## src/hw/rtl/jssi_pkg.sv

```systemverilog
// Shared types and constants for the JSON string and structural indexer.
// No dependencies; every other file of the block imports this package.
`timescale 1ns / 1ps

package jssi_pkg;

    localparam int MAX_LANES  = 8;
    localparam int CHUNK_W    = 64;
    localparam int CFG_IDX_W  = 4;
    localparam int CFG_DATA_W = 1;

    typedef logic [MAX_LANES-1:0]  t_lane_mask;
    typedef logic [CHUNK_W-1:0]    t_chunk;
    typedef logic [CFG_IDX_W-1:0]  t_cfg_index;
    typedef logic [CFG_DATA_W-1:0] t_cfg_data;

    // Configuration register indexes
    localparam t_cfg_index CFG_START_IN_STRING = 4'd0;
    localparam t_cfg_index CFG_START_ESCAPED   = 4'd1;

    // Odd lane positions, used by the backslash run decode
    localparam t_lane_mask ODD_LANES = 8'hAA;

    // Character codes
    localparam logic [7:0] CH_QUOTE     = 8'h22;
    localparam logic [7:0] CH_BACKSLASH = 8'h5C;
    localparam logic [7:0] CH_LBRACE    = 8'h7B;
    localparam logic [7:0] CH_RBRACE    = 8'h7D;
    localparam logic [7:0] CH_LBRACKET  = 8'h5B;
    localparam logic [7:0] CH_RBRACKET  = 8'h5D;
    localparam logic [7:0] CH_COLON     = 8'h3A;
    localparam logic [7:0] CH_COMMA     = 8'h2C;

    // Per-lane byte classes of one chunk
    typedef struct packed {
        t_lane_mask quotes;
        t_lane_mask backslash;
        t_lane_mask structural;
    } t_class;

    // String and escape state between chunks
    typedef struct packed {
        logic in_string;
        logic escaped;
    } t_carry;

endpackage

```

## src/hw/rtl/jssi_if.sv

```systemverilog
// Valid/ready channel interfaces for the indexer: text chunks in, masks out.
// Depends on jssi_pkg.
`timescale 1ns / 1ps

interface jssi_in_if;
    import jssi_pkg::*;

    logic   valid;
    logic   ready;
    t_chunk chunk_bytes;
    logic   restart;
    logic   last_chunk;

    modport source (output valid, output chunk_bytes, output restart, output last_chunk,
                    input ready);
    modport sink   (input valid, input chunk_bytes, input restart, input last_chunk,
                    output ready);
endinterface

interface jssi_out_if;
    import jssi_pkg::*;

    logic       valid;
    logic       ready;
    t_lane_mask in_string_mask;
    t_lane_mask structural_mask;
    logic       last_out;

    modport source (output valid, output in_string_mask, output structural_mask,
                    output last_out, input ready);
    modport sink   (input valid, input in_string_mask, input structural_mask,
                    input last_out, output ready);
endinterface

```

## src/hw/rtl/json_string_structural_indexer.sv

```systemverilog
// Top level of the JSON string and structural indexer: input register,
// classify/scan logic, carry registers and result register.
// Depends on jssi_pkg, jssi_if, jssi_classify and jssi_scan.
//
//  Channel   Dir  Handshake          Payload
//  --------  ---  -----------------  ------------------------------------------
//  i_in_ch   in   valid/ready        chunk_bytes[63:0], restart, last_chunk
//  o_out_ch  out  valid/ready        in_string_mask[7:0], structural_mask[7:0],
//                                    last_out
//  i_cfg_*   in   write enable only  index 0 start_in_string, 1 start_escaped
//
// One chunk per cycle sustained while o_out_ch.ready stays high; a chunk's result
// passes through the input register, then the result register.
// The string and escape carries are one-bit registers updated as a chunk moves
// into the result register, so back-to-back chunks chain with no bubble.
// Reset (synchronous, active low) empties both stages and clears carries and
// configuration. A stalled output holds its result; the input register still
// takes one more chunk, after which i_in_ch.ready follows o_out_ch.ready.
`timescale 1ns / 1ps

module json_string_structural_indexer #(
    parameter int LANES = 8
) (
    input  logic                   i_clk,
    input  logic                   i_rst_n,
    jssi_in_if.sink                i_in_ch,
    jssi_out_if.source             o_out_ch,
    input  logic                   i_cfg_wr_en,
    input  jssi_pkg::t_cfg_index   i_cfg_index,
    input  jssi_pkg::t_cfg_data    i_cfg_wdata
);
    import jssi_pkg::*;

    // configuration
    logic r_start_in_string;
    logic r_start_escaped;

    always_ff @(posedge i_clk) begin
        if (!i_rst_n) begin
            r_start_in_string <= 1'b0;
            r_start_escaped   <= 1'b0;
        end else if (i_cfg_wr_en) begin
            unique case (i_cfg_index)
                CFG_START_IN_STRING: r_start_in_string <= i_cfg_wdata[0];
                CFG_START_ESCAPED:   r_start_escaped   <= i_cfg_wdata[0];
                default: ;           // unknown index: ignored
            endcase
        end
    end

    // input stage
    logic   r_in_valid;
    t_chunk r_chunk;
    logic   r_restart;
    logic   r_last;
    logic   r_out_valid;
    logic   advance;
    logic   in_xfer;

    assign advance        = r_in_valid && (!r_out_valid || o_out_ch.ready);
    assign i_in_ch.ready  = !r_in_valid || advance;
    assign in_xfer        = i_in_ch.valid && i_in_ch.ready;

    always_ff @(posedge i_clk) begin
        if (!i_rst_n) begin
            r_in_valid <= 1'b0;
        end else if (in_xfer) begin
            r_in_valid <= 1'b1;
        end else if (advance) begin
            r_in_valid <= 1'b0;
        end
    end

    always_ff @(posedge i_clk) begin
        if (in_xfer) begin
            r_chunk   <= i_in_ch.chunk_bytes;
            r_restart <= i_in_ch.restart;
            r_last    <= i_in_ch.last_chunk;
        end
    end

    // carries: restart reloads from configuration before the chunk is scanned
    t_carry r_carry;
    t_carry carry_in;
    t_carry n_carry;
    t_class cls;
    t_lane_mask string_mask;

    always_comb begin
        if (r_restart) begin
            carry_in.in_string = r_start_in_string;
            carry_in.escaped   = r_start_escaped;
        end else begin
            carry_in = r_carry;
        end
    end

    jssi_classify #(.LANES(LANES)) u_classify (
        .i_chunk (r_chunk),
        .o_class (cls)
    );

    jssi_scan #(.LANES(LANES)) u_scan (
        .i_class  (cls),
        .i_carry  (carry_in),
        .o_inside (string_mask),
        .o_carry  (n_carry)
    );

    always_ff @(posedge i_clk) begin
        if (!i_rst_n) begin
            r_carry <= '0;
        end else if (advance) begin
            r_carry <= n_carry;
        end
    end

    // result stage
    t_lane_mask r_inside;
    t_lane_mask r_structural;
    logic       r_last_out;

    always_ff @(posedge i_clk) begin
        if (!i_rst_n) begin
            r_out_valid <= 1'b0;
        end else if (advance) begin
            r_out_valid <= 1'b1;
        end else if (o_out_ch.ready) begin
            r_out_valid <= 1'b0;
        end
    end

    always_ff @(posedge i_clk) begin
        if (advance) begin
            r_inside     <= string_mask;
            r_structural <= cls.structural;
            r_last_out   <= r_last;
        end
    end

    assign o_out_ch.valid           = r_out_valid;
    assign o_out_ch.in_string_mask  = r_inside;
    assign o_out_ch.structural_mask = r_structural;
    assign o_out_ch.last_out        = r_last_out;

endmodule

```

## src/hw/rtl/jssi_classify.sv

```systemverilog
// Byte classifier: flags quotes, backslashes and structural bytes per lane.
// Depends on jssi_pkg.
`timescale 1ns / 1ps

module jssi_classify #(
    parameter int LANES = 8
) (
    input  jssi_pkg::t_chunk i_chunk,
    output jssi_pkg::t_class o_class
);
    import jssi_pkg::*;

    localparam t_lane_mask LANE_MASK = t_lane_mask'((9'd1 << LANES) - 9'd1);

    t_lane_mask quotes;
    t_lane_mask backslash;
    t_lane_mask structural;

    always_comb begin
        logic [7:0] b;
        for (int i = 0; i < MAX_LANES; i++) begin
            b             = i_chunk[8*i +: 8];
            quotes[i]     = (b == CH_QUOTE);
            backslash[i]  = (b == CH_BACKSLASH);
            structural[i] = (b == CH_LBRACE)   || (b == CH_RBRACE) ||
                            (b == CH_LBRACKET) || (b == CH_RBRACKET) ||
                            (b == CH_COLON)    || (b == CH_COMMA);
        end
    end

    // lanes above LANES are dropped here
    assign o_class.quotes     = quotes & LANE_MASK;
    assign o_class.backslash  = backslash & LANE_MASK;
    assign o_class.structural = structural & LANE_MASK;

endmodule

```

## src/hw/rtl/jssi_scan.sv

```systemverilog
// Escape and string scan over one chunk: odd backslash runs, then prefix XOR
// of the unescaped quotes seeded by the carried state. Depends on jssi_pkg.
`timescale 1ns / 1ps

module jssi_scan #(
    parameter int LANES = 8
) (
    input  jssi_pkg::t_class     i_class,
    input  jssi_pkg::t_carry     i_carry,
    output jssi_pkg::t_lane_mask o_inside,
    output jssi_pkg::t_carry     o_carry
);
    import jssi_pkg::*;

    localparam t_lane_mask LANE_MASK = t_lane_mask'((9'd1 << LANES) - 9'd1);
    localparam t_lane_mask ODD_MASK  = ODD_LANES & LANE_MASK;

    t_lane_mask esc_in;
    t_lane_mask potential;
    t_lane_mask run_code;
    t_lane_mask escaped;
    t_lane_mask toggles;
    t_lane_mask parity;
    t_lane_mask string_mask;

    assign esc_in    = {{(MAX_LANES-1){1'b0}}, i_carry.escaped};
    assign potential = i_class.backslash & ~esc_in & LANE_MASK;
    // carry ripple through each backslash run marks its parity
    assign run_code  = ((({potential[MAX_LANES-2:0], 1'b0} | ODD_MASK) - potential)
                        ^ ODD_MASK) & LANE_MASK;
    assign escaped   = (run_code ^ (i_class.backslash | esc_in)) & LANE_MASK;
    assign toggles   = i_class.quotes & ~escaped & LANE_MASK;

    always_comb begin
        parity[0] = toggles[0];
        for (int i = 1; i < MAX_LANES; i++) begin
            parity[i] = parity[i-1] ^ toggles[i];
        end
    end

    assign string_mask       = (parity ^ {MAX_LANES{i_carry.in_string}}) & LANE_MASK;
    assign o_inside          = string_mask;
    assign o_carry.in_string = string_mask[LANES-1];
    assign o_carry.escaped   = run_code[LANES-1] & i_class.backslash[LANES-1];

endmodule

```

## src/flat_wrapper.sv

```systemverilog
// flat-port wrapper written by rule: the top's interface ports become plain ports
module json_string_structural_indexer_flat import jssi_pkg::*;
#(
    parameter int LANES = 8
)
  (i_clk, i_rst_n, i_cfg_wr_en, i_cfg_index, i_cfg_wdata, i_in_ch_valid, i_in_ch_chunk_bytes, i_in_ch_restart, i_in_ch_last_chunk, i_in_ch_ready, o_out_ch_valid, o_out_ch_in_string_mask, o_out_ch_structural_mask, o_out_ch_last_out, o_out_ch_ready);
  jssi_in_if i_in_ch_i ();
  jssi_out_if o_out_ch_i ();
  input  logic i_clk;
  input  logic i_rst_n;
  input  logic i_cfg_wr_en;
  input  jssi_pkg::t_cfg_index i_cfg_index;
  input  jssi_pkg::t_cfg_data i_cfg_wdata;
  input wire logic [$bits(i_in_ch_i.valid)-1:0] i_in_ch_valid;
  input wire logic [$bits(i_in_ch_i.chunk_bytes)-1:0] i_in_ch_chunk_bytes;
  input wire logic [$bits(i_in_ch_i.restart)-1:0] i_in_ch_restart;
  input wire logic [$bits(i_in_ch_i.last_chunk)-1:0] i_in_ch_last_chunk;
  output wire logic [$bits(i_in_ch_i.ready)-1:0] i_in_ch_ready;
  output wire logic [$bits(o_out_ch_i.valid)-1:0] o_out_ch_valid;
  output wire logic [$bits(o_out_ch_i.in_string_mask)-1:0] o_out_ch_in_string_mask;
  output wire logic [$bits(o_out_ch_i.structural_mask)-1:0] o_out_ch_structural_mask;
  output wire logic [$bits(o_out_ch_i.last_out)-1:0] o_out_ch_last_out;
  input wire logic [$bits(o_out_ch_i.ready)-1:0] o_out_ch_ready;
  assign i_in_ch_i.valid = i_in_ch_valid;
  assign i_in_ch_i.chunk_bytes = i_in_ch_chunk_bytes;
  assign i_in_ch_i.restart = i_in_ch_restart;
  assign i_in_ch_i.last_chunk = i_in_ch_last_chunk;
  assign i_in_ch_ready = i_in_ch_i.ready;
  assign o_out_ch_valid = o_out_ch_i.valid;
  assign o_out_ch_in_string_mask = o_out_ch_i.in_string_mask;
  assign o_out_ch_structural_mask = o_out_ch_i.structural_mask;
  assign o_out_ch_last_out = o_out_ch_i.last_out;
  assign o_out_ch_i.ready = o_out_ch_ready;
  json_string_structural_indexer #(.LANES(LANES)) u_core (.i_clk(i_clk), .i_rst_n(i_rst_n), .i_in_ch(i_in_ch_i), .o_out_ch(o_out_ch_i), .i_cfg_wr_en(i_cfg_wr_en), .i_cfg_index(i_cfg_index), .i_cfg_wdata(i_cfg_wdata));
endmodule
```

## config.mk

```make
export PLATFORM = sky130hd
export DESIGN_NAME = json_string_structural_indexer_flat
export DESIGN_NICKNAME = d
export VERILOG_FILES = /design/src/hw/rtl/jssi_pkg.sv /design/src/hw/rtl/jssi_if.sv /design/src/hw/rtl/json_string_structural_indexer.sv /design/src/hw/rtl/jssi_classify.sv /design/src/hw/rtl/jssi_scan.sv /design/src/flat_wrapper.sv
export SDC_FILE = /design/constraint.sdc
export NUM_CORES = 1
export LEC_CHECK = 0
export CAP_MARGIN = 5
export CORE_MARGIN = 2
export CORE_UTILIZATION = 35
export CTS_CLUSTER_DIAMETER = 50
export DETAILED_ROUTE_END_ITERATION = 10
export DONT_BUFFER_PORTS = 1
export PLACE_DENSITY_LB_ADDON = 0.12
export RECOVER_POWER = 100
export SKIP_CTS_REPAIR_TIMING = 1
export SYNTH_ARGS = -nofsm -noshare
export SYNTH_HDL_FRONTEND = slang
export SYNTH_SLANG_ARGS = --single-unit
```

## constraint.sdc

```tcl
create_clock -name i_clk -period 6.15 [get_ports i_clk]
set_input_delay 0.3075 -clock i_clk [delete_from_list [all_inputs] [get_ports i_clk]]
set_output_delay 0.3075 -clock i_clk [all_outputs]
set_load 0.1 [all_outputs]
```

==> results.json <==
{
  "run_status": "complete, but fails checks",
  "violations": "capacitance limit, slew limit",
  "clock-skew-final_ns": 0.00644,
  "cts_buffers": 9,
  "std_cell_rows": 39,
  "slew_violations": 67,
  "numPortBuffers": 0,
  "ys_types": 54,
  "wl_per_cell_um": 16.7,
  "grt_pass1_vias": 2301,
  "grt_pass1_wl_um": 12000,
  "cellPowerDensity_nw_per_um2": 297,
  "root_buffer": "clkbuf_16",
  "clk_latency_ns": 0.34,
  "synthFlopType": "edfxtp_1",
  "vdd_drop_max_uv": 231,
  "antenna_found_initial": 0,
  "cp.arrival_ns": 3.68,
  "synth_top_area_share_pct": 62.2,
  "worstMarginPinSlew_ns": 1.64,
  "synth-edff-count": 83,
  "endpoint": "u_core.r_chunk[45]",
  "setup_violations": 0,
  "yosys_warnings": 0,
  "htreeDepth": 3,
  "finalNonFillerCells": 443,
  "core_area_um2": 11300,
  "gp_congestion": 0.757,
  "place_area_um2": 4200,
  "path_max_fanout": 66,
  "critical_path_class": "flop to flop",
  "path_clk_slew_ns": 0.06,
  "yosys.area.top_type": "edfxtp_1",
  "hold_viol_final": 0,
  "vias_per_cell": 5.11,
  "grt_max_degree": 67,
  "startpoint": "u_core.o_out_ch.valid",
  "die_w_um": 111,
  "ant_nets": 0,
  "maxCapViolCount": 1,
  "drt_iter0_drc": 128,
  "die_h_um": 111,
  "clk_path_buf_depth": 2,
  "nFillCells": 1052,
  "die_area_um2": 12300,
  "max_freq_mhz": 254,
  "synth.avg_cell_area_um2": 14.2,
  "r2r_setup_slack_ns": 2.22,
  "cts_tree": "built",
  "grt_overflow": 0,
  "grt.total_usage_pct": 12.9,
  "first_pass_iters": 4,
  "synth_commonest_cells": "edfxtp_1 (83), nand2b_1 (18), nand2_1 (13)",
  "async_reset_ff_share_pct": 0,
  "utilization_pct": 39.4,
  "relSlewSlack_pct": -9.58,
  "syn_inst": 283,
  "yosysSeqAreaShare_pct": 65.2,
  "syn_to_final_growth_pct": 10.8,
  "cp-start-kind": "flop",
  "syn_area_um2": 4010,
  "drc": 0,
  "synth_most_common_cell": "edfxtp_1",
  "placedCellCount": 427,
  "hold_path.class": "input port to flop",
  "hpwl_um": 5360,
  "finalSetupTns_ns": 0,
  "p_leak_uw": 0.00150,
  "period_share_pct": 63.9,
  "diodes": 0,
  "end_kind": "flop",
  "critPathRequiredTime_ns": 5.90,
  "ys_ff_latch": 89,
  "drive_gt1_share_pct": 7.00,
  "dr_total_vias": 2265,
  "synth.area.top_cells": "edfxtp_1 (62%), dfxtp_1 (3.0%), nand2b_1 (2.8%), ha_1 (2.5%), xnor2_1 (1.5%)",
  "initial_core_util_pct": 35.6,
  "ioPinCount": 95,
  "rr_startpoint": "u_core.o_out_ch.valid",
  "routed_wl_um": 7420,
  "synth_nets": 367,
  "r2r-end": "u_core.r_chunk[45]",
  "r2r_cells": 4,
  "power.total_uw": 1320,
  "rsz0062_at_grt": "no",
  "layout.nets": 379,
  "cts_sinks": 89,
  "final_area_um2": 4440,
  "period_needed_ns": 3.93
}
## registers in the layout, indices dropped and copies added (netlist names)
name                             count
u_core.o_out_ch.valid                1
u_core.r_start_escaped               1
u_core.r_carry                       2
u_core.r_last                        1
u_core.o_out_ch.last_out             1
u_core.o_out_ch.structural_mask      8
u_core.r_restart                     1
u_core.o_out_ch.in_string_mask       8
u_core.r_start_in_string             1
u_core.r_chunk                      64
u_core.r_in_valid                    1
## routing by layer
layer	track usage, %	part of all wire (%)	up-vias	routed length, um
met4	4.50	1.4	0	106
met2	19.8	48	64	3530
met5	0	0	-	0
met3	6.12	6.0	9	442
met1	16.1	45	1063	3340
li1	-	-	1129	-
## placed cells by master, fill, tap and decap left out, types with 5 or more instances in the layout
| cell | synthesis | final |
|---|---|---|
| edfxtp_1 | 83 | 83 |
| nand2b_1 | 18 | 18 |
| nand2_1 | 13 | 13 |
| nor2_1 | 12 | 12 |
| inv_1 | 12 | 12 |
| clkbuf_16 | 0 | 9 |
| xnor2_1 | 7 | 8 |
| a21oi_1 | 8 | 8 |
| o21ai_0 | 8 | 8 |
| ha_1 | 8 | 8 |
| nor2b_1 | 8 | 7 |
| or3_1 | 6 | 6 |
| nor4_1 | 6 | 6 |
| nor4b_1 | 6 | 6 |
| dfxtp_1 | 6 | 6 |
| mux2i_1 | 5 | 5 |
| nand3_1 | 5 | 5 |
| nor3b_1 | 5 | 5 |
## worst max-delay path, cell delays in order (launching register included)
cell and delay [ns]:
dfxtp_1 0.94, nor2b_1 0.37, nand2_1 0.63, and2_2 0.47, clkbuf_2 0.83
## power by group
part           total [uW]  leakage, uW  internal (uW)  switching, uW
Clock                 494     0.000136            282            212
Sequential            771     0.000850            703           67.6
Combinational        52.1     0.000515           22.1           30.0
## metrics by stage
| stage | hold slack [ns] | setup slack [ns] |
|---|---|---|
| global route | 0.0301 | 1.95 |
| floorplan | 0.400 | 2.43 |
| detailed placement | 0.406 | 2.85 |
| finish | 0.0565 | 2.22 |
| global placement | 0.406 | 2.92 |
| CTS | 0.0376 | 2.84 |
## area by class of cell
type,instances,area [um2],area share (%)
flip-flops and latches,89,2610,58.9
multi-input cells,181,1330,29.9
clock buffers,12,246,5.55
well taps,143,179,4.03
inverters,12,45.0,1.01
clock inverters,4,20.0,0.451
repair buffers,2,8.76,0.197
## worst min-delay path by stage
stage | cells after the start | slack (ns) | end | from
after floorplan | 0 | 0.40 | u_core.o_out_ch.last_out | u_core.r_last
after global placement | 0 | 0.41 | u_core.r_chunk[20] | i_in_ch_chunk_bytes[20]
after detailed placement | 0 | 0.41 | u_core.r_chunk[35] | i_in_ch_chunk_bytes[35]
after CTS | 0 | 0.04 | u_core.r_chunk[49] | i_in_ch_chunk_bytes[49]
after global routing | 0 | 0.03 | u_core.r_chunk[57] | i_in_ch_chunk_bytes[57]
final | 0 | 0.06 | u_core.r_chunk[63] | i_in_ch_chunk_bytes[63]
## kinds of logic after synthesis
logic type / synth area share (%)
muxes: 1.62
DFF: 65.2
AOI/OAI and AO/OA: 7.93
and+or+nand+nor: 17.7
buffers and inverters: 1.22
xor gates and xnor gates: 3.84
adders and majority gates: 2.50
(Power assumes the default switching activity.)
